===== config.mk =====
export PLATFORM = sky130hd
export DESIGN_NAME = cau_div_stage
export DESIGN_NICKNAME = d
export VERILOG_FILES = /design/src/hdl/cau_pkg.sv /design/src/hdl/cau_div_stage.sv
export SDC_FILE = /design/constraint.sdc
export NUM_CORES = 1
export LEC_CHECK = 0
export BUFFER_PORTS_ARGS = -buffer_cell sky130_fd_sc_hd__buf_2
export CAP_MARGIN = 20
export CORE_UTILIZATION = 50
export CTS_BUF_LIST = sky130_fd_sc_hd__clkbuf_16
export CTS_CLUSTER_DIAMETER = 50
export DETAILED_ROUTE_END_ITERATION = 10
export GPL_TIMING_DRIVEN = 0
export PLACE_DENSITY = 0.93
export SYNTH_ARGS = -nofsm -noshare
export SYNTH_HDL_FRONTEND = slang
export SYNTH_SLANG_ARGS = --single-unit

===== constraint.sdc =====
create_clock -name clk -period 4.5 [get_ports clk]
set_input_delay 0.9 -clock clk [delete_from_list [all_inputs] [get_ports clk]]
set_output_delay 0.9 -clock clk [all_outputs]
set_load 0.05 [all_outputs]

===== src/hdl/cau_pkg.sv =====
// ----------------------------------------------------------------------------
// Complex arithmetic unit package
// Shared opcodes, status codes, default widths and the pipeline control word.
// ----------------------------------------------------------------------------
package cau_pkg;

  localparam int DEF_DATA_WIDTH = 16;
  localparam int DEF_FRAC_BITS  = 8;

  typedef enum logic [2:0] {
    OP_ADD = 3'd0,
    OP_SUB = 3'd1,
    OP_MUL = 3'd2,
    OP_DIV = 3'd3,
    OP_NEG = 3'd4
  } opcode_t;

  typedef enum logic [1:0] {
    ST_OK   = 2'd0,
    ST_DIV0 = 2'd1,
    ST_SAT  = 2'd2
  } status_t;

  // Control that travels with every word down the pipeline.
  typedef struct packed {
    logic valid;
    logic is_div;
    logic div0;
    logic sat;
  } ctl_t;

endpackage


===== src/hdl/cau_div_stage.sv =====
// ----------------------------------------------------------------------------
// Complex arithmetic unit, divider stage
// One restoring quotient bit at weight SHIFT for both parts of the quotient.
// ----------------------------------------------------------------------------
module cau_div_stage import cau_pkg::*; #(
  parameter int DATA_WIDTH = DEF_DATA_WIDTH,
  parameter int FRAC_BITS  = DEF_FRAC_BITS,
  parameter int SHIFT      = 0
) (
  input  logic                                     clk,
  input  logic                                     rst_n,
  input  logic                                     en,
  input  ctl_t                                     ctl_i,
  input  logic signed [DATA_WIDTH-1:0]             res_re_i,
  input  logic signed [DATA_WIDTH-1:0]             res_im_i,
  input  logic [1:0]                               neg_i,
  input  logic [2*DATA_WIDTH-1:0]                  den_i,
  input  logic [1:0][2*DATA_WIDTH+FRAC_BITS-1:0]   rem_i,
  input  logic [1:0][DATA_WIDTH+1:0]               q_i,
  output ctl_t                                     ctl_r,
  output logic signed [DATA_WIDTH-1:0]             res_re_r,
  output logic signed [DATA_WIDTH-1:0]             res_im_r,
  output logic [1:0]                               neg_r,
  output logic [2*DATA_WIDTH-1:0]                  den_r,
  output logic [1:0][2*DATA_WIDTH+FRAC_BITS-1:0]   rem_r,
  output logic [1:0][DATA_WIDTH+1:0]               q_r
);

  localparam int NW = 2 * DATA_WIDTH + FRAC_BITS;
  localparam int QW = DATA_WIDTH + 2;

  logic [1:0][NW-1:0] rem_nxt;
  logic [1:0][QW-1:0] q_nxt;
  logic [1:0]         take;

  // When the shifted remainder covers the divisor, the subtrahend fits too.
  always_comb begin
    for (int p = 0; p < 2; p++) begin
      take[p]    = (rem_i[p] >> SHIFT) >= NW'(den_i);
      rem_nxt[p] = take[p] ? (rem_i[p] - (NW'(den_i) << SHIFT)) : rem_i[p];
      q_nxt[p]   = q_i[p] | (QW'(take[p]) << SHIFT);
    end
  end

  always_ff @(posedge clk) begin
    if (!rst_n) begin
      ctl_r.valid <= 1'b0;
    end else if (en) begin
      ctl_r.valid <= ctl_i.valid;
    end
  end

  always_ff @(posedge clk) begin
    if (en) begin
      ctl_r.is_div <= ctl_i.is_div;
      ctl_r.div0   <= ctl_i.div0;
      ctl_r.sat    <= ctl_i.sat;
      res_re_r     <= res_re_i;
      res_im_r     <= res_im_i;
      neg_r        <= neg_i;
      den_r        <= den_i;
      rem_r        <= rem_nxt;
      q_r          <= q_nxt;
    end
  end

endmodule


* Word-level counts from Yosys, hierarchy flattened
Cells that the tools add are included.
Word-level totals: latch bits 0, bits in registers 186, logic and storage cells 20, RAM bits 0, output and inout bits 186, input port bits 189, memories 0, ROM bits 0
Cells by class: shift-type cells 0, bitwise operators 2, $add $sub $neg 2, reduce and logical (&&, ||, !) cells 0, eq/ne operators 0, multiplexer cells 2, multipliers 0, order comparisons 2, div/mod/pow operators 0
Operator list (count):
- $ge 40x32->1 | 2
- $mux 40 | 2
- $sub 40x32->40 | 2
- $or 18x1->18 | 2

* Depth between registers and ports, before layout
depth in word-level cells 2, depth in mapped cells 13, mapped depth without buffers 12

* Least setup slack after synthesis
No wires, ideal clock.
kind input-to-reg, start point input port den_i[2], end point register rem_r[74] in the netlist's numbering (data pin), library setup time 258 ps, arrival time 3392 ps, stages 11, buffers on the path 0, path slack 850 ps, required time 4242 ps, cell sequence inv_1 > ha_1 > nor2b_4 > o31a_4 > o311ai_4 > a21boi_2 > or2_4 > a221o_1 > a211o_1 > or3_1 > xnor2_1
RTL lines:
- start, declared | line cau_div_stage.sv:17 | input logic [2*DATA_WIDTH-1:0] den_i,
- end signal, assigned | line cau_div_stage.sv:62 | rem_r <= rem_nxt;
- end, declared | line cau_div_stage.sv:25 | output logic [1:0][2*DATA_WIDTH+FRAC_BITS-1:0] rem_r,

==> flow_metrics.tcl <==
set metrics [dict create \
    status "finished clean" \
    rrSetupSlack_ns 3.84 \
    dr.first_iter.drc_count 525 \
    ys_ff_latch 186 \
    core_area_mm2 0.01978 \
    final_cells 1577 \
    area_growth_pct 27.89 \
    start_kind "input port" \
    cts_max_level 4 \
    grtUsageTotal_pct 28.59 \
    fin_setup_tns_ns 0 \
    netlist_area_mm2 0.01022 \
    cp_max_fo 6 \
    synthCells 898 \
    grt_setup_unrepaired "no" \
    criticalPathCategory "in -> reg" \
    yosys.area.top_type "edfxtp_1" \
    dp_cells 1538 \
    ctsHoldBuffers 0 \
    grt-ovfl-total 0 \
    cts_tree "done" \
    vias 8823 \
    drc_errors 0 \
    portBuffers 374 \
    yosys-top-cells-count "edfxtp_1 (185), nand2_1 (108), o21ai_0 (85)" \
    nNetsFinal 1547 \
    drive_gt1_share_pct 33.64 \
    grt_pass1_wl_mm 46.19 \
    cts_buffer_depth 2 \
    synth-seq-area-share_pct 54.53 \
    num_rows 51 \
    post_drt_wl_per_cell_um 19.24 \
    clk_latency_ns 0.42 \
    slew_headroom_pct 27.27 \
    place_congestion 0.9861 \
    synth_edf_count 185 \
    power_leakage_nw 5.725 \
    synth_flop_cell "edfxtp_1" \
    grt_pass1_vias 8662 \
    hold_viol 0 \
    die_x_um 145.0 \
    slew_violations 0 \
    crit_arrival_ns 4.14 \
    final_util_pct 66.10 \
    numCtsBuffers 17 \
    grt_antenna_before_repair 9 \
    drv_cap 0 \
    ys_async_sr_fraction_pct 0 \
    worst_hold_slack_ns 0.5904 \
    dp_hpwl_mm 24.28 \
    dr.pass1.iters 6 \
    hold_class "reg -> reg" \
    synth_nets 1153 \
    clockRootBuffer "clkbuf_16" \
    crit_path_end_kind "flip-flop" \
    yosysUniqueCellTypes 67 \
    required_ns 4.67 \
    power.density_mw_per_mm2 408.4 \
    synth_top_area_share_pct 54.34 \
    synth.most_common_cell "edfxtp_1" \
    path_clk_slew_ns 0.08 \
    clock_sinks 186 \
    finalSetupViolations 0 \
    period_minus_slack_ns 3.973 \
    fin_skew_ns 0 \
    yosysWarnings 0 \
    synthTopCellsByArea "edfxtp_1 (54%), ha_1 (7.8%), o21ai_0 (4.2%)" \
    vias_per_cell 5.595 \
    io-pin-count 375 \
    routed_wl_mm 30.34 \
    postCtsSetupBuffers 0 \
    ant_nets 0 \
    die-area_mm2 0.02102 \
    die_h_um 145.0 \
    timing.final.crit_share_pct 88.30 \
    filler_cell_count 1515 \
    avgSynthCellArea_um2 11.38 \
    worstMarginPinSlew_ns 1.063 \
    ir_drop_mv 0.2470 \
    cts_resized 0 \
    start_util_pct 51.68 \
    max_freq_mhz 251.7 \
    grt_max_degree 117 \
]
## layout make-up
class	instances	area [um^2]	area share [%]
diodes	7	17.52	0.1340
flip-flops and latches	186	5575	42.64
well taps	265	331.6	2.536
clock inverters	15	167.7	1.282
plain buffers	24	98.84	0.7560
repair buffers	375	1909	14.60
inverters	46	172.7	1.321
clock buffers	17	425.4	3.254
multi-input cells	642	4377	33.47
## power breakdown
part / internal, W / total (W) / switching, W / leakage [nW]
Combinational: 0.000453 / 0.00165 / 0.00120 / 3.61
Sequential: 0.00214 / 0.00219 / 0.0000463 / 1.82
Clock: 0.000753 / 0.00150 / 0.000744 / 0.292
Total: 0.00335 / 0.00534 / 0.00199 / 5.73
## state kept, by name (all words and copies together), names as in the netlist
signal and count:
q_r 36, ctl_r 4, rem_r 80, res_im_r 16, res_re_r 16, neg_r 2, den_r 32
## worst paths after layout
check                                           start               endpoint  cells past startpoint
worst max-delay path                         den_i[6]    rem_r[33]$_DFFE_PP_                     12
worst max register to register  ctl_r[3]$_SDFFE_PN0P_  ctl_r[3]$_SDFFE_PN0P_                      2
worst min-delay path            ctl_r[3]$_SDFFE_PN0P_  ctl_r[3]$_SDFFE_PN0P_                      2
worst min register to register  ctl_r[3]$_SDFFE_PN0P_  ctl_r[3]$_SDFFE_PN0P_                      2
## critical path, stage by stage
cell,delay [ns]
buf_2,0.10
inv_1,0.09
ha_1,0.41
and4_1,0.27
nand2_1,0.09
o21bai_1,0.18
a31o_2,0.26
a2111oi_0,0.91
nor3_1,0.27
o31ai_2,0.35
a2111oi_2,0.13
xor2_1,0.18
## per-stage QoR
stage | cell area (um^2) | power (W) | setup WS, ns
final | 13080 | 0.005339 | 0.5265
after global routing | 13080 | 0.005533 | 0.4268
after CTS | 13060 | 0.005348 | 0.6622
after detailed placement | 12460 | 0.003865 | 0.2085
after global placement | 12430 | 0.003836 | 0.1788
after floorplan | 10220 | 0.003405 | 0.8501
## cells in the final DEF, fill, tap and decap left out, types with 33 or more instances in the layout
cell type,instances
buf_2,380
edfxtp_1,185
nand2_1,108
o21ai_0,85
ha_1,64
a21oi_1,53
inv_1,46
xnor2_1,40
nor2_1,35
a21o_1,34
xor2_1,33
## metal layers
metal,GRT usage [%],vias up,routed length [um]
li1,-,4148,-
met1,33.34,4163,11830
met2,48.85,423,15020
met3,6.289,87,2149
met4,15.74,2,1328
met5,0,-,13
## cell families after synthesis
kind of cell | after synthesis | share of synthesized area (%)
mux | 6 | 0.6486
buf+inv | 70 | 2.656
simple gates | 242 | 11.53
fa+ha+maj | 66 | 8.224
xor+xnor | 73 | 6.254
flops | 186 | 54.53
compound gates | 255 | 16.15
Power figures use the tool's default switching activity.
