**config.mk**
```make
export PLATFORM = sky130hd
export DESIGN_NAME = cau_mult
export DESIGN_NICKNAME = d
export VERILOG_FILES = /design/src/hdl/cau_pkg.sv /design/src/hdl/cau_mult.sv
export SDC_FILE = /design/constraint.sdc
export NUM_CORES = 2
export LEC_CHECK = 0
export BUFFER_PORTS_ARGS = -buffer_cell sky130_fd_sc_hd__clkbuf_2
export CORE_MARGIN = 5
export CORE_UTILIZATION = 70
export CTS_CLUSTER_DIAMETER = 80
export DETAILED_ROUTE_END_ITERATION = 10
export PLACE_DENSITY_LB_ADDON = 0.3
export SLEW_MARGIN = 10
export SYNTH_ARGS = -nofsm -noshare
export SYNTH_HDL_FRONTEND = slang
export SYNTH_SLANG_ARGS = --single-unit
```
**constraint.sdc**
```tcl
create_clock -name clk -period 15.57 [get_ports clk]
set_clock_uncertainty 0.05 [all_clocks]
set_input_delay 3.114 -clock clk [delete_from_list [all_inputs] [get_ports clk]]
set_output_delay 3.114 -clock clk [all_outputs]
set_load 0.01 [all_outputs]
```
**src/hdl/cau_pkg.sv**
```systemverilog
// ----------------------------------------------------------------------------
// Complex arithmetic unit package
// Shared opcodes, status codes, default widths and the pipeline control word.
// ----------------------------------------------------------------------------
package cau_pkg;

  localparam int DEF_DATA_WIDTH = 16;
  localparam int DEF_FRAC_BITS  = 8;

  typedef enum logic [2:0] {
    OP_ADD = 3'd0,
    OP_SUB = 3'd1,
    OP_MUL = 3'd2,
    OP_DIV = 3'd3,
    OP_NEG = 3'd4
  } opcode_t;

  typedef enum logic [1:0] {
    ST_OK   = 2'd0,
    ST_DIV0 = 2'd1,
    ST_SAT  = 2'd2
  } status_t;

  // Control that travels with every word down the pipeline.
  typedef struct packed {
    logic valid;
    logic is_div;
    logic div0;
    logic sat;
  } ctl_t;

endpackage

```
**src/hdl/cau_mult.sv**
```systemverilog
// ----------------------------------------------------------------------------
// Complex arithmetic unit, product stage
// Registers the six operand products and the add, subtract and negate sums.
// ----------------------------------------------------------------------------
module cau_mult import cau_pkg::*; #(
  parameter int DATA_WIDTH = DEF_DATA_WIDTH
) (
  input  logic                          clk,
  input  logic                          rst_n,
  input  logic                          en,
  input  logic                          v_i,
  input  opcode_t                       op_i,
  input  logic signed [DATA_WIDTH-1:0]  ar_i,
  input  logic signed [DATA_WIDTH-1:0]  ai_i,
  input  logic signed [DATA_WIDTH-1:0]  br_i,
  input  logic signed [DATA_WIDTH-1:0]  bi_i,
  output logic                          v_r,
  output opcode_t                       op_r,
  output logic signed [2*DATA_WIDTH-1:0] p_rr_r,
  output logic signed [2*DATA_WIDTH-1:0] p_ii_r,
  output logic signed [2*DATA_WIDTH-1:0] p_ir_r,
  output logic signed [2*DATA_WIDTH-1:0] p_ri_r,
  output logic signed [2*DATA_WIDTH-1:0] d_rr_r,
  output logic signed [2*DATA_WIDTH-1:0] d_ii_r,
  output logic signed [DATA_WIDTH:0]    lin_re_r,
  output logic signed [DATA_WIDTH:0]    lin_im_r
);

  localparam int DW = DATA_WIDTH;

  logic signed [DW:0] lin_re_nxt;
  logic signed [DW:0] lin_im_nxt;

  always_comb begin
    lin_re_nxt = '0;
    lin_im_nxt = '0;
    unique case (op_i)
      OP_ADD: begin
        lin_re_nxt = (DW+1)'(ar_i) + (DW+1)'(br_i);
        lin_im_nxt = (DW+1)'(ai_i) + (DW+1)'(bi_i);
      end
      OP_SUB: begin
        lin_re_nxt = (DW+1)'(ar_i) - (DW+1)'(br_i);
        lin_im_nxt = (DW+1)'(ai_i) - (DW+1)'(bi_i);
      end
      OP_NEG: begin
        lin_re_nxt = -(DW+1)'(ar_i);
        lin_im_nxt = -(DW+1)'(ai_i);
      end
      default: begin
        lin_re_nxt = '0;
        lin_im_nxt = '0;
      end
    endcase
  end

  always_ff @(posedge clk) begin
    if (!rst_n) begin
      v_r <= 1'b0;
    end else if (en) begin
      v_r <= v_i;
    end
  end

  always_ff @(posedge clk) begin
    if (en) begin
      op_r     <= op_i;
      p_rr_r   <= (2*DW)'(ar_i) * (2*DW)'(br_i);
      p_ii_r   <= (2*DW)'(ai_i) * (2*DW)'(bi_i);
      p_ir_r   <= (2*DW)'(ai_i) * (2*DW)'(br_i);
      p_ri_r   <= (2*DW)'(ar_i) * (2*DW)'(bi_i);
      d_rr_r   <= (2*DW)'(br_i) * (2*DW)'(br_i);
      d_ii_r   <= (2*DW)'(bi_i) * (2*DW)'(bi_i);
      lin_re_r <= lin_re_nxt;
      lin_im_r <= lin_im_nxt;
    end
  end

endmodule

```
## After elaboration in Yosys (flattened, before gate mapping)

Index checks and enable logic that the tools add are counted.

- Register bits after elaboration: 230
- Input port bits: 71
- Logic and storage cells: 27
- Output and inout bits: 230

- Reductions and logical operators: 1
- Add/subtract/negate cells: 6
- Multiplexer cells: 2
- Multipliers: 6
- Equality and inequality tests: 2

Operators by type and width:

| kind | number |
|---|---|
| multiplier 16 x 16 -> 32 bit | 6 |
| case mux 17 bit (3 select lines) | 2 |
| adder 16 x 16 -> 17 bit | 2 |
| negator 16 -> 17 bit | 2 |
| subtractor 16 x 16 -> 17 bit | 2 |
| == test 3 x 1 -> 1 bit, second input constant | 1 |
| == test 3 bit, second input constant | 1 |
| zero test 3 bit | 1 |

## Longest topological paths before layout

- Depth in word-level cells: 2
- Depth in mapped cells: 27
- Depth with buffers taken out: 24

## Worst setup path after synthesis

OpenSTA, ideal clock, no wires.

- Path kind: input to register
- Start: input port br_i[8]
- End: register p_rr_r[30], data pin
- Slack: 6141 ps
- Data required time: 15258 ps
- Path buffers: 3
- Setup time: 262 ps
- Arrival: 9117 ps
- Cell stages on the path: 25
- Cells stage by stage: clkbuf_1 -> clkbuf_1 -> clkbuf_1 -> nand2_1 -> fa_1 -> inv_1 -> fa_1 -> inv_1 -> fa_1 -> inv_1 -> fa_1 -> fa_1 -> inv_1 -> fa_1 -> inv_1 -> ha_1 -> and3_1 -> and2_1 -> a221oi_1 -> a31oi_1 -> a211o_1 -> a21oi_1 -> o21ai_1 -> a211oi_1 -> xnor2_1

- Word-level cells in the longest chain between the ends: 1

RTL lines:

| item | line | source |
|---|---|---|
| start: declaration | cau_mult.sv:15 | `input logic signed [DATA_WIDTH-1:0] br_i,` |
| multiplier 16 x 16 -> 32 bit | cau_mult.sv:68 | `p_rr_r <= (2*DW)'(ar_i) * (2*DW)'(br_i);` |
| end signal: assignment | cau_mult.sv:68 |  |
| end: declaration | cau_mult.sv:19 | `output logic signed [2*DATA_WIDTH-1:0] p_rr_r,` |

No other way between the ends.
A chain may end at the register's enable or synchronous reset.

## Final worst setup path

- Start: input port br_i[11]
- End: register d_rr_r[25], data pin

- Word-level cells in the longest chain between the ends: 1

RTL lines:

| item | line | source |
|---|---|---|
| multiplier 16 x 16 -> 32 bit | cau_mult.sv:72 | `d_rr_r <= (2*DW)'(br_i) * (2*DW)'(br_i);` |
| end signal: assignment | cau_mult.sv:72 |  |
| end: declaration | cau_mult.sv:23 | `output logic signed [2*DATA_WIDTH-1:0] d_rr_r,` |

No other way between the ends.

==> impl_summary.log <==
INFO  metric outcome = finished clean
INFO  metric setup_total_negative_slack = 0 ns
INFO  metric fp-row-count = 113
INFO  metric postLayoutSetupSlackWorst = around 5.5 ns
INFO  metric ant_nets = 0
INFO  metric cpMostUsedCell = sky130_fd_sc_hd__fa_1
INFO  metric worst_path_largest_cell_delay = 0.73 ns
INFO  metric detailedRoute.firstPassIterationCount = 6
INFO  metric ys_seq_area_frac = 0.102
INFO  metric drt_wl_total = 169000 um
INFO  metric globalRoute.totalOverflow = 0
INFO  metric end_kind = flop
INFO  metric path_buf_inv = 5
INFO  metric drt_drc_violations_left = 0
INFO  metric dieArea = 102000 um2
INFO  metric criticalPathCategory = in -> reg
INFO  metric synth_top_cell_area_share = 0.455
INFO  metric numClockSinks = 228
INFO  metric dominantRegCellSynth = sky130_fd_sc_hd__edfxtp_1
INFO  metric synthSimpleGateAreaFrac = 0.126
INFO  metric area_growth = 5.27%
INFO  metric max_freq = 98.8 MHz
INFO  metric rr_worst_depth = 2
INFO  metric synth_compound_gate_area_share = 0.0557
INFO  metric grt_first_pass_wirelength = 276000 um
INFO  metric syn_avg_cell_area = 9.54 um2
INFO  metric viasPerCell = 5.81
INFO  metric worstPathMaxFanout = 48
INFO  metric initial_core_util = 0.705
INFO  metric post_synth_mux_area_share = 0.00135
INFO  metric fill_cells = approximately 6600
INFO  metric ys_top_cells_by_area = sky130_fd_sc_hd__fa_1, sky130_fd_sc_hd__ha_1, sky130_fd_sc_hd__edfxtp_1, sky130_fd_sc_hd__inv_1, sky130_fd_sc_hd__and2_1
INFO  metric synth_cell_type_count = 81
INFO  metric clock_tree_from_tritoncts = yes
INFO  metric worstHoldPathType = reg -> reg
INFO  metric gr_util_all_layers = 0.340
INFO  metric rr_startpoint = v_r
INFO  metric synth-edff-count = 227
INFO  metric critical_path.startpoint_type = input port
INFO  metric asr_flop_ratio_synth = 0
INFO  metric clk_transition_reported_paths = roughly 0.060 ns
INFO  metric report.final.slew_viol_count = 0
INFO  metric pre_cts_slack = 5.15 ns
INFO  metric clock_insertion_delay_worst_skew = 0.64 ns
INFO  metric dominant_combinational_cell_family_by_area_after_synthesis = adder cells
INFO  metric mean_routed_wirelength_per_cell = 20.2 um
INFO  metric num_io_pins = 301
INFO  metric cts_made_buffers = 31
INFO  metric die-width = 319 um
INFO  metric fp.dieH = 319 um
INFO  metric gp_congestion = 0.916
INFO  metric setup_repair_after_global_routing_missed_its_margin = false
INFO  metric count_of_instances_resized_after_the_clock_tree_is_built = 0
INFO  metric synth_adder_area_share = 0.557
INFO  metric report.final.hold_viol_count = 0
INFO  metric first_iter_violations = 3969
INFO  metric worst-endpoint-arrival = 10.45 ns
INFO  metric hold_buffers = 0
INFO  metric hold_depth = 2
INFO  metric timing.critical_path.depth = 22
INFO  metric period_share = 0.650
INFO  metric root_buffer = sky130_fd_sc_hd__clkbuf_16
INFO  metric core = 94900 um2
INFO  metric number_of_flip_flops_and_latches_in_the_synthesized_netlist = 228
INFO  metric design.final.nets = roughly 9200
INFO  metric synthMostInstantiatedCell = sky130_fd_sc_hd__inv_1
INFO  metric synth.cell_area = roughly 67000 um2
INFO  metric detailroute.via_count = 48700
INFO  metric grt_max_degree = 101
INFO  metric synth_top_area_cell = sky130_fd_sc_hd__fa_1
INFO  metric max_slew_margin = 0.179
INFO  metric detailed_place_hpwl = 127000 um
INFO  metric final_layout_size_suffix_gt1_frac = 0.0641
INFO  metric cts.path.max_buffers = 3
INFO  metric yosysWarningCount = 0
INFO  metric syn-instance-count = 7008
INFO  metric cts.htree.levels = 1
INFO  metric setup_viol = 0
INFO  metric crit_start = br_i[11]
INFO  metric fraction_of_synthesized_cell_area_in_xor_and_xnor_cells = 0.0393
INFO  metric grt_pass1_vias = 53200
INFO  metric post_cts_buffers = 0
INFO  metric required = 15.90 ns
INFO  metric worstPathCellList = clkbuf_2, buf_4, clkinv_1, nor2_1, fa_1, inv_1, fa_1, fa_1, fa_1, fa_1, fa_1, inv_1, ha_1, and3_1, and2_1, nand3_1, a211oi_1, nor3_1, o21ai_1, a21o_1, a21oi_1, xnor2_1
INFO  metric worst_path_dominant_cell_family = adder cells
INFO  metric antenna_violations_before_repair = 16
INFO  metric worst_tran_pin_value = 1.23 ns
INFO  metric critical-path-slowest-cell = sky130_fd_sc_hd__a211oi_1
INFO  metric ys_top_cells_by_count = sky130_fd_sc_hd__inv_1, sky130_fd_sc_hd__fa_1, sky130_fd_sc_hd__nand2_1
INFO  metric max_cap_viol_count = 0
INFO  metric port_buffers = 298
INFO  metric holdCritStartpoint = v_r
INFO  metric fin_crit = 10.12 ns
tightest hold or removal path: stages, from the launching register on:
cell and delay (ns):
sky130_fd_sc_hd__dfxtp_1 0.31, sky130_fd_sc_hd__mux2i_1 0.12, sky130_fd_sc_hd__nor2b_1 0.05
registers in the layout (all words and copies together), names as in the netlist:
register and cells:
p_rr_r 32, v_r 1, d_ii_r 31, p_ii_r 32, p_ir_r 32, p_ri_r 32, lin_re_r 17, op_r 3
d_rr_r 31, lin_im_r 17
layout by cell type (no fill, tap or decap), types with 10 or more instances in the layout:
master                         n
sky130_fd_sc_hd__inv_1      1780
sky130_fd_sc_hd__fa_1       1518
sky130_fd_sc_hd__nand2_1     697
sky130_fd_sc_hd__ha_1        548
sky130_fd_sc_hd__and2_1      523
sky130_fd_sc_hd__clkbuf_2    297
sky130_fd_sc_hd__nor2_1      279
sky130_fd_sc_hd__edfxtp_1    227
sky130_fd_sc_hd__xnor2_1     219
sky130_fd_sc_hd__a21oi_1     137
sky130_fd_sc_hd__o21ai_0      85
sky130_fd_sc_hd__xor2_1       81
sky130_fd_sc_hd__a21o_1       74
sky130_fd_sc_hd__buf_4        63
sky130_fd_sc_hd__nor3_1       61
sky130_fd_sc_hd__nand3_1      42
sky130_fd_sc_hd__nand2b_1     32
sky130_fd_sc_hd__clkbuf_16    31
sky130_fd_sc_hd__o21a_1       30
sky130_fd_sc_hd__o22ai_1      23
sky130_fd_sc_hd__nor2b_1      22
sky130_fd_sc_hd__a31oi_1      20
sky130_fd_sc_hd__o21bai_1     20
sky130_fd_sc_hd__a211oi_1     19
sky130_fd_sc_hd__or3_1        17
sky130_fd_sc_hd__o31ai_1      16
sky130_fd_sc_hd__a31o_2       16
sky130_fd_sc_hd__o211ai_1     14
sky130_fd_sc_hd__nor4_1       13
sky130_fd_sc_hd__o21ai_1      11
sky130_fd_sc_hd__and3_1       11
sky130_fd_sc_hd__diode_2      10
sky130_fd_sc_hd__clkinv_1     10
sky130_fd_sc_hd__nand4_1      10
sky130_fd_sc_hd__or2_2        10
per-layer routing:
| layer | wire length, um | track usage | part of all wire | vias up |
|---|---|---|---|---|
| li1 | - | - | - | 21000 |
| met1 | 62500 | 0.451 | 0.37 | 24400 |
| met2 | 78900 | 0.546 | 0.47 | 2670 |
| met3 | 19700 | 0.0882 | 0.12 | 547 |
| met4 | 7830 | 0.135 | 0.046 | 8 |
| met5 | 49 | 0 | 0.00029 | - |
cell type report:
| class | instances | area, um2 | share of cell area |
|---|---|---|---|
| multi-input combinational | 4674 | 52100 | 0.740 |
| clock inverter | 26 | 362 | 0.00514 |
| clock buffer | 31 | 776 | 0.0110 |
| sequential | 228 | 6840 | 0.0972 |
| antenna | 10 | 25.0 | 0.000356 |
| tap | 1265 | 1580 | 0.0225 |
| timing repair buffer | 361 | 1970 | 0.0281 |
| inverter | 1789 | 6720 | 0.0954 |
worst paths after layout:
| check | endpoint | slack, ns |
|---|---|---|
| worst min register to register | v_r | 0.48 |
| worst max-delay path | d_rr_r[25] | 5.45 |
| worst max register to register | v_r | 14.92 |
| worst min-delay path | v_r | 0.48 |
stage by stage:
stage / cells / hold WS, ns / util / instance area (um2)
5_1_grt: 8378 / 0.553 / 0.742 / 70400
3_5_place_dp: 8317 / 0.467 / 0.729 / 69200
6_report: 8384 / 0.480 / 0.742 / 70400
2_1_floorplan: 7009 / 0.488 / - / 66800
4_1_cts: 8374 / 0.479 / 0.741 / 70300
3_3_place_gp: 8317 / 0.454 / 0.729 / 69200
kinds of logic after synthesis:
kind of cell    after synthesis
buf+inv                    2107
fa+ha+maj                  2066
simple gates               1745
compound gates              552
xor+xnor                    300
flops                       228
mux                           9
other cells                   1
Power is not shown: default switching activity piles up to over one toggle a cycle in this logic, so the estimate is an artifact.
