$ cat src/hdl/cau_pkg.sv
// ----------------------------------------------------------------------------
// Complex arithmetic unit package
// Shared opcodes, status codes, default widths and the pipeline control word.
// ----------------------------------------------------------------------------
package cau_pkg;

  localparam int DEF_DATA_WIDTH = 16;
  localparam int DEF_FRAC_BITS  = 8;

  typedef enum logic [2:0] {
    OP_ADD = 3'd0,
    OP_SUB = 3'd1,
    OP_MUL = 3'd2,
    OP_DIV = 3'd3,
    OP_NEG = 3'd4
  } opcode_t;

  typedef enum logic [1:0] {
    ST_OK   = 2'd0,
    ST_DIV0 = 2'd1,
    ST_SAT  = 2'd2
  } status_t;

  // Control that travels with every word down the pipeline.
  typedef struct packed {
    logic valid;
    logic is_div;
    logic div0;
    logic sat;
  } ctl_t;

endpackage

$ cat src/hdl/cau_pack.sv
// ----------------------------------------------------------------------------
// Complex arithmetic unit, result select
// Signs and saturates the quotient and picks the final result and status.
// ----------------------------------------------------------------------------
module cau_pack import cau_pkg::*; #(
  parameter int DATA_WIDTH = DEF_DATA_WIDTH
) (
  input  ctl_t                          ctl_i,
  input  logic signed [DATA_WIDTH-1:0]  res_re_i,
  input  logic signed [DATA_WIDTH-1:0]  res_im_i,
  input  logic [1:0]                    neg_i,
  input  logic [1:0][DATA_WIDTH+1:0]    q_i,
  output logic signed [DATA_WIDTH-1:0]  re_o,
  output logic signed [DATA_WIDTH-1:0]  im_o,
  output status_t                       status_o
);

  localparam int QW = DATA_WIDTH + 2;

  logic [1:0][QW-1:0]         lim, m;
  logic [1:0]                 sat;
  logic [1:0][DATA_WIDTH-1:0] val;
  logic                       any_sat;

  always_comb begin
    for (int p = 0; p < 2; p++) begin
      lim[p] = neg_i[p] ? (QW'(1) << (DATA_WIDTH-1))
                        : ((QW'(1) << (DATA_WIDTH-1)) - QW'(1));
      sat[p] = q_i[p] > lim[p];
      m[p]   = sat[p] ? lim[p] : q_i[p];
      m[p]   = neg_i[p] ? (~m[p] + QW'(1)) : m[p];
      val[p] = m[p][DATA_WIDTH-1:0];
    end
    re_o    = res_re_i;
    im_o    = res_im_i;
    any_sat = ctl_i.sat;
    if (ctl_i.is_div) begin
      re_o    = ctl_i.div0 ? '0 : $signed(val[0]);
      im_o    = ctl_i.div0 ? '0 : $signed(val[1]);
      any_sat = |sat;
    end
    priority if (ctl_i.div0) begin
      status_o = ST_DIV0;
    end else if (any_sat) begin
      status_o = ST_SAT;
    end else begin
      status_o = ST_OK;
    end
  end

endmodule

$ cat config.mk
export PLATFORM = sky130hd
export DESIGN_NAME = cau_pack
export DESIGN_NICKNAME = d
export VERILOG_FILES = /design/src/hdl/cau_pkg.sv /design/src/hdl/cau_pack.sv
export SDC_FILE = /design/constraint.sdc
export NUM_CORES = 1
export LEC_CHECK = 0
export ABC_AREA = 1
export BUFFER_PORTS_ARGS = -buffer_cell sky130_fd_sc_hd__buf_2
export CAP_MARGIN = 15
export CORE_AREA = 2 2 76 78
export DETAILED_ROUTE_END_ITERATION = 8
export DIE_AREA = 0 0 78 80
export PLACE_DENSITY = 0.8
export REMOVE_ABC_BUFFERS = 1
export SLEW_MARGIN = 20
export SYNTH_ARGS = -nofsm -noshare
export SYNTH_HDL_FRONTEND = slang
export SYNTH_SLANG_ARGS = --single-unit
$ cat constraint.sdc
create_clock -name vclk -period 5.1
set_clock_uncertainty 0.15 [all_clocks]
set_input_delay 1.53 -clock vclk [all_inputs]
set_output_delay 1.53 -clock vclk [all_outputs]
set_load 0.02 [all_outputs]
# Word level (Yosys, flattened, before mapping)
# Index checks and enable logic that the tools add are counted.
word_totals:
  regBits: 0
  in_bits: 74
  out_inout_bits: 34
op_classes:
  add_sub_neg: 2
  n_lt_le_gt_ge: 2
  mux: 13
  bitwise_logic: 2
  reduce_logical: 1
ops:
  columns: ["op", "count"]
  rows:
  - ["$mux W16", 10]
  - ["$gt A18 B16 Y1", 2]
  - ["$add A16 B1 Y16 const B", 2]
  - ["$not A16 Y16", 2]
  - ["$mux W2", 2]
  - ["$reduce_or A2 Y1", 1]
  - ["$mux W1", 1]

# Logic depth before layout (Yosys ltp)
# Gate-level depths: netlist (run 1).
depth:
  depth_word: 8
  ltp_mapped: 25

# Worst setup path before layout (run 1)
# Ideal clock, no wire load.
synth_timing:
  path_type: "input to output"
  from: "input neg_i[1]"
  to: "output im_o[8]"
  arrival_time_ns: 3.886
  required_time_ns: 3.420
  path_slack_ns: -0.466
  cell_stages: 18
  path_buffers: 1
  cell_sequence: "inv_1 > ha_1 > nand2_1 > nor2_2 > nand2_1 > nor2_1 > nor2_1 > nand2_2 > nand2_2 > buf_6 > nand2_1 > nand2_1 > inv_1 > ha_1 > nand3_2 > o21ai_4 > a21oi_1 > o21ai_0"
synth_between:
  elab_chain_cells: 8
synth_rtl:
  columns: ["item", "line", "text"]
  rows:
  - ["start, declared", "cau_pack.sv:11", "input logic [1:0] neg_i,"]
  - ["$mux W16", "cau_pack.sv:27", "lim[p] = neg_i[p] ? (QW'(1) << (DATA_WIDTH-1))"]
  - ["$gt A18 B16 Y1", "cau_pack.sv:29", "sat[p] = q_i[p] > lim[p];"]
  - ["$mux W16", "cau_pack.sv:30", "m[p] = sat[p] ? lim[p] : q_i[p];"]
  - ["$not A16 Y16", "cau_pack.sv:31", "m[p] = neg_i[p] ? (~m[p] + QW'(1)) : m[p];"]
  - ["$add A16 B1 Y16", "cau_pack.sv:31", null]
  - ["$mux W16 *", "cau_pack.sv:31", null]
  - ["$mux W16 *", "cau_pack.sv:39", "im_o = ctl_i.div0 ? '0 : $signed(val[1]);"]
  - ["$mux W16 *", "cau_pack.sv:37", "if (ctl_i.is_div) begin"]
  - ["end, declared", "cau_pack.sv:14", "output logic signed [DATA_WIDTH-1:0] im_o,"]
# Mark *: on every way between the ends. The rest lies on a longest branch, timed or not.

# Worst setup path in the final report (run 1)
layout_timing:
  from: "input neg_i[0]"
  to: "output re_o[8]"
layout_between:
  elab_chain_cells: 8
layout_rtl:
  columns: ["item", "line", "text"]
  rows:
  - ["$mux W16", "cau_pack.sv:27", null]
  - ["$gt A18 B16 Y1", "cau_pack.sv:29", null]
  - ["$mux W16", "cau_pack.sv:30", null]
  - ["$not A16 Y16", "cau_pack.sv:31", null]
  - ["$add A16 B1 Y16", "cau_pack.sv:31", null]
  - ["$mux W16 *", "cau_pack.sv:31", null]
  - ["$mux W16 *", "cau_pack.sv:38", "re_o = ctl_i.div0 ? '0 : $signed(val[0]);"]
  - ["$mux W16 *", "cau_pack.sv:37", null]
  - ["end, declared", "cau_pack.sv:13", "output logic signed [DATA_WIDTH-1:0] re_o,"]
# Marked as above.

==> results of run 1 <==
-- placed cells by master, fill, tap and decap left out, types with 10 or more instances in the layout --
cell        n
nor2_4     15
buf_4      99
o21ai_1    13
buf_2      76
inv_1      43
ha_4       29
o211ai_1   14
nand4_1    13
nor2_1     10
buf_6      32
nand2_1   141
nand2_4    21
nand2_2    42
nand3_1    22
nand3_2    13
-- power by group through the flow --
stage          clock, mW  sequential [mW]  combinational, mW
2_1_floorplan          0                0              0.186
3_3_place_gp           0                0              0.328
3_5_place_dp           0                0              0.343
4_1_cts                0                0              0.443
5_1_grt                0                0              0.587
6_report               0                0              0.561
-- through the flow --
| step | TNS [ns] | total power, mW | hold slack [ns] | util |
|---|---|---|---|---|
| 6_report | -17.51 | 0.561 | 3.17 | 0.921 |
| 5_1_grt | -20.43 | 0.587 | 3.18 | 0.921 |
| 4_1_cts | -10.13 | 0.443 | 3.18 | 0.833 |
| 3_5_place_dp | -14.76 | 0.343 | 3.17 | 0.668 |
| 3_3_place_gp | -12.17 | 0.328 | 3.17 | 0.668 |
| 2_1_floorplan | -6.89 | 0.186 | 2.91 | - |
-- what timing repair did --
item                                    CTS  global route
endpoints found under the setup margin   32            33
hold buffers                              0             0
setup buffers                            13            10
gates cloned                              4             0
gates resized for setup                 153           112
pin swaps                                60            63
-- area by class of cell --
cell class / count / area (µm²)
multi-input combinational: 388 / 3000
timing repair buffer: 216 / 1660
fill: 210 / 428
inverter: 56 / 219
tap: 72 / 90.1
-- cell usage after synthesis (3+ instances only) --
library cell / number
buf_6: 3
o21ai_0: 17
nor2_1: 22
nand3_2: 5
ha_1: 34
nor2_2: 5
o21ai_1: 7
a21oi_1: 12
nand2_4: 4
nand4_1: 13
nand3_1: 37
o211ai_1: 14
buf_4: 4
inv_1: 53
clkbuf_1: 3
nand2_1: 187
nand2_2: 12
-- cells by family (layout without fill, tap and decap cells) --
| family | count (synthesis) | after routing |
|---|---|---|
| simple gates | 293 | 295 |
| buf+inv | 70 | 272 |
| compound gates | 59 | 59 |
| fa+ha+maj | 34 | 34 |
-- metal layers --
metal	part of all wire	routed length [µm]	track usage	up-vias
met4	0.085	1260	0.170	0
met5	0	0	0	-
met3	0.096	1420	0.0464	150
met2	0.47	6990	0.720	408
li1	-	-	-	1917
met1	0.34	5060	0.334	2028
-- worst paths after layout --
kind	slack, ns	cells after the start	to	startpoint
hold / removal	3.17	2	status_o[0]	ctl_i[1]
setup / recovery	-0.73	24	re_o[8]	neg_i[0]
==> impl_metrics.py, run 1 <==
metrics = {
    "worst_setup_path": {
        "critPathMaxFanout": 7,
        "cp_slowest_cell": "o211ai_1",
        "crit_top_cell": "nand2_1",
        "startpoint_type": "primary input",
        "worstPathRequired_ns": 3.42,
        "cp.buffers_inverters": 6,
        "cp_slowest_stage_delay_ns": 0.30,
        "path_cells": "buf_12 -> buf_8 -> ha_4 -> nand2_4 -> inv_1 -> nand2_1 -> nand2_1 -> nand2_1 -> nand2_1 -> nand2_1 -> nand2_2 -> nand2_4 -> nand2_4 -> nand2_2 -> inv_2 -> ha_4 -> nor2_4 -> inv_2 -> nand2_4 -> nor2_4 -> nand2_2 -> o211ai_1 -> nand2_1 -> buf_6",
        "path_class": "primary input to output pin",
        "critPathCaptureType": "output pin",
        "crit_arrival_ns": 4.15,
        "path_delay_family": "simple AND/OR/NAND/NOR gates",
    },
    "sta": {
        "period_share": 1.14,
        "finalWorstSetupSlack_ns": -0.734,
        "rsz0062_at_grt": "true",
        "drv_slew": 0,
        "setup_viol": 33,
        "tightest_slew_ns": 0.379,
        "post-route-min-period_ns": 5.83,
        "slew_headroom": 0.747,
        "timing.fmax_ghz": 0.171,
        "final_hold_viol_count": 0,
    },
    "grt": {
        "grt_max_degree": 34,
        "grt_pass1_vias": 4139,
        "grt_pass1_wl_um": 17900,
        "grtUsageTotal": 0.349,
        "antenna_found_initial": 0,
        "overflow": 0,
    },
    "synthesis": {
        "ys_seq_area_frac": 0,
        "synth-xor-area-share": 0,
        "syn_inst": 456,
        "muxShareOfSynthArea": 0,
        "synth_top_family_by_area": "simple AND/OR/NAND/NOR gates",
        "synthesis.area_mm2": 0.00243,
        "synth_area_leader_cell": "nand2_1",
        "synth_top_cell_area_share": 0.289,
        "synth_area_per_cell_um2": 5.32,
        "yosys.area_share.adder": 0.175,
        "synth_compound_area_frac": 0.152,
        "yosys.area_share.simple": 0.541,
        "yosysWarnings": 0,
        "ys_types": 34,
        "synthTopCellsByArea": "nand2_1 29%, ha_1 18%, inv_1 8.2%",
    },
    "placed_design": {
        "hpwl_um": 6440,
        "gp_congestion": 0.863,
        "port_buffers": 107,
        "dp.cells": 707,
        "placedInstanceArea_mm2": 0.00361,
        "dp_slack_ns": -0.658,
    },
    "flow_run": {
        "cap_violations": 0,
    },
    "routing": {
        "viasPerCell": 6.15,
        "routedWlPerCell_um": 20.1,
        "first_pass_iters": 6,
        "totalWireLength_um": 14700,
        "route.antenna.remaining_nets": 0,
        "vias": 4503,
        "drc": 0,
        "first_iter_violations": 651,
    },
    "cells_and_area": {
        "areaGrowthSynthToFinish_pct": 105,
        "drive_above_1_share": 0.574,
        "seq_cell_count": 0,
        "antenna_cells": 0,
        "num-clock-buffers": 0,
        "instances_no_fill": 732,
        "ff_latch_area_um2": 0,
        "fin_nets": 770,
        "fin_area_mm2": 0.00498,
    },
    "power": {
        "p_switching_uw": 310,
        "combPwrFrac": 1.000,
        "power_frac_clock": 0,
        "p_leak_nw": 2.61,
        "p_seq_frac": 0,
        "switching_share": 0.553,
        "internal-power_uw": 251,
        "ir_drop_mv": 0.0741,
        "power_density_mw_per_mm2": 113,
    },
    "outcome": {
        "status": "finished with violations",
        "violations": "negative setup slack",
    },
    "floorplan": {
        "num_io_pins": 108,
        "die_height_um": 80,
        "die-area_mm2": 0.00624,
        "die_w_um": 78,
        "core-area_mm2": 0.00541,
        "row_count": 27,
        "start_util": 0.449,
    },
    "min_path": {
        "hold_path_class": "primary input to output pin",
    },
}
Note: power is estimated with default switching activity, not from simulation.
==> inputs of run 2 (changes only) <==
--- a/config.mk
+++ b/config.mk
@@ -11,6 +11,7 @@
 export CORE_AREA = 2 2 76 78
 export DETAILED_ROUTE_END_ITERATION = 8
 export DIE_AREA = 0 0 78 80
+export MAX_ROUTING_LAYER = met4
 export PLACE_DENSITY = 0.8
 export REMOVE_ABC_BUFFERS = 1
 export SLEW_MARGIN = 20
==> impl_metrics.py, run 2 (synthesized netlist as in run 1, its figures left out) <==
metrics = {
    "power": {
        "power_frac_clock": 0,
        "p_seq_frac": 0,
        "internal-power_uw": 255,
        "ir_drop_mv": 0.0753,
        "p_switching_uw": 311,
        "switching_share": 0.550,
        "combPwrFrac": 1.000,
        "p_leak_nw": 2.65,
        "power_density_mw_per_mm2": 112,
        "power_uw": 566,
    },
    "cells_and_area": {
        "areaGrowthSynthToFinish_pct": 107,
        "fin_nets": 775,
        "seq_cell_count": 0,
        "fin_area_mm2": 0.00503,
        "antenna_cells": 0,
        "num-clock-buffers": 0,
        "most-common-layout-cells": "142 x nand2_1, 105 x buf_4, 75 x buf_2, 42 x inv_1, 40 x nand2_2",
        "ff_latch_area_um2": 0,
        "final_common_cell": "nand2_1",
        "postLayoutCoreUtil": 0.931,
        "drive_above_1_share": 0.574,
    },
    "worst_setup_path": {
        "cp_slowest_stage_delay_ns": 0.28,
        "startpoint_type": "primary input",
        "critPathMaxFanout": 5,
        "crit_top_cell": "nand2_1",
        "cp_slowest_cell": "ha_4",
        "worstPathRequired_ns": 3.42,
        "critPathCaptureType": "output pin",
        "crit_arrival_ns": 4.15,
        "path_class": "primary input to output pin",
    },
    "floorplan": {
        "die_height_um": 80,
        "die_w_um": 78,
        "core-area_mm2": 0.00541,
        "num_io_pins": 108,
        "die-area_mm2": 0.00624,
        "row_count": 27,
        "start_util": 0.449,
    },
    "grt": {
        "grt_max_degree": 34,
        "overflow": 0,
        "antenna_found_initial": 0,
        "grt_pass1_vias": 4141,
        "grt_pass1_wl_um": 17900,
        "grtUsageTotal": 0.359,
    },
    "sta": {
        "post-route-min-period_ns": 5.83,
        "rsz0062_at_grt": "true",
        "drv_slew": 0,
        "final_hold_viol_count": 0,
        "tightest_slew_ns": 0.390,
        "period_share": 1.14,
        "setup_tns_ns": -16.86,
        "slew_headroom": 0.740,
        "finalWorstSetupSlack_ns": -0.734,
        "timing.fmax_ghz": 0.171,
        "setup_viol": 33,
    },
    "outcome": {
        "status": "finished with violations",
        "violations": "negative setup slack",
    },
    "placed_design": {
        "dp_slack_ns": -0.658,
        "port_buffers": 107,
        "placedInstanceArea_mm2": 0.00361,
        "gp_congestion": 0.877,
        "hpwl_um": 6440,
    },
    "min_path": {
        "min_delay_worst_endpoint": "status_o[0]",
        "min_from": "ctl_i[1]",
        "holdPathStages": 2,
        "hold_path_class": "primary input to output pin",
    },
    "clocking": {
        "holdBufCountCts": 0,
    },
    "routing": {
        "totalWireLength_um": 14700,
        "first_pass_iters": 6,
        "drc": 0,
        "first_iter_violations": 585,
        "viasPerCell": 6.18,
        "route.antenna.remaining_nets": 0,
        "vias": 4556,
        "routedWlPerCell_um": 19.9,
    },
    "flow_run": {
        "cap_violations": 0,
    },
}
==> run 2: layout make-up <==
cell class | instances | area (µm²)
tap | 72 | 90.1
timing repair buffer | 221 | 1710
multi-input combinational | 388 | 3020
inverter | 56 | 219
fill | 187 | 372
==> run 2: worst max-delay path, delay by kind of cell <==
family,cells,cell delay [ns]
and+or+nand+nor,16,1.35
AOI/OAI and AO/OA,1,0.18
adders and majority gates,2,0.43
buffers and inverters,6,0.66
==> run 2: metal layers <==
metal | vias up | wire length (µm) | GRT usage
li1 | 1928 | - | -
met1 | 2067 | 4920 | 0.336
met2 | 408 | 7140 | 0.720
met3 | 153 | 1420 | 0.0464
met4 | 0 | 1210 | 0.170
met5 | - | 0 | -
==> run 2: worst max-delay path by stage <==
stage | start | to | slack [ns]
floorplan | neg_i[1] | im_o[8] | -0.55
global placement | neg_i[0] | re_o[12] | -0.55
detailed placement | neg_i[0] | re_o[14] | -0.66
CTS | neg_i[1] | im_o[14] | -0.47
global route | neg_i[0] | re_o[12] | -0.87
finish | neg_i[0] | re_o[12] | -0.73
==> run 2: power by group through the flow <==
stage                     Combinational [mW]  Clock [mW]  Sequential [mW]
after floorplan                        0.186           0                0
after global placement                 0.328           0                0
after detailed placement               0.343           0                0
after CTS                              0.443           0                0
after global routing                   0.595           0                0
final                                  0.566           0                0
==> run 2: timing repair <==
action | in CTS | in global routing
pin swaps | 60 | 61
setup endpoints to repair | 32 | 33
cloned | 4 | 0
gates resized for setup | 153 | 114
buffers inserted | 13 | 15
==> run 2: per-stage QoR <==
step | instances | hold slack, ns
floorplan | 442 | 2.91
global placement | 707 | 3.17
detailed placement | 707 | 3.17
CTS | 724 | 3.18
global route | 737 | 3.18
finish | 737 | 3.17
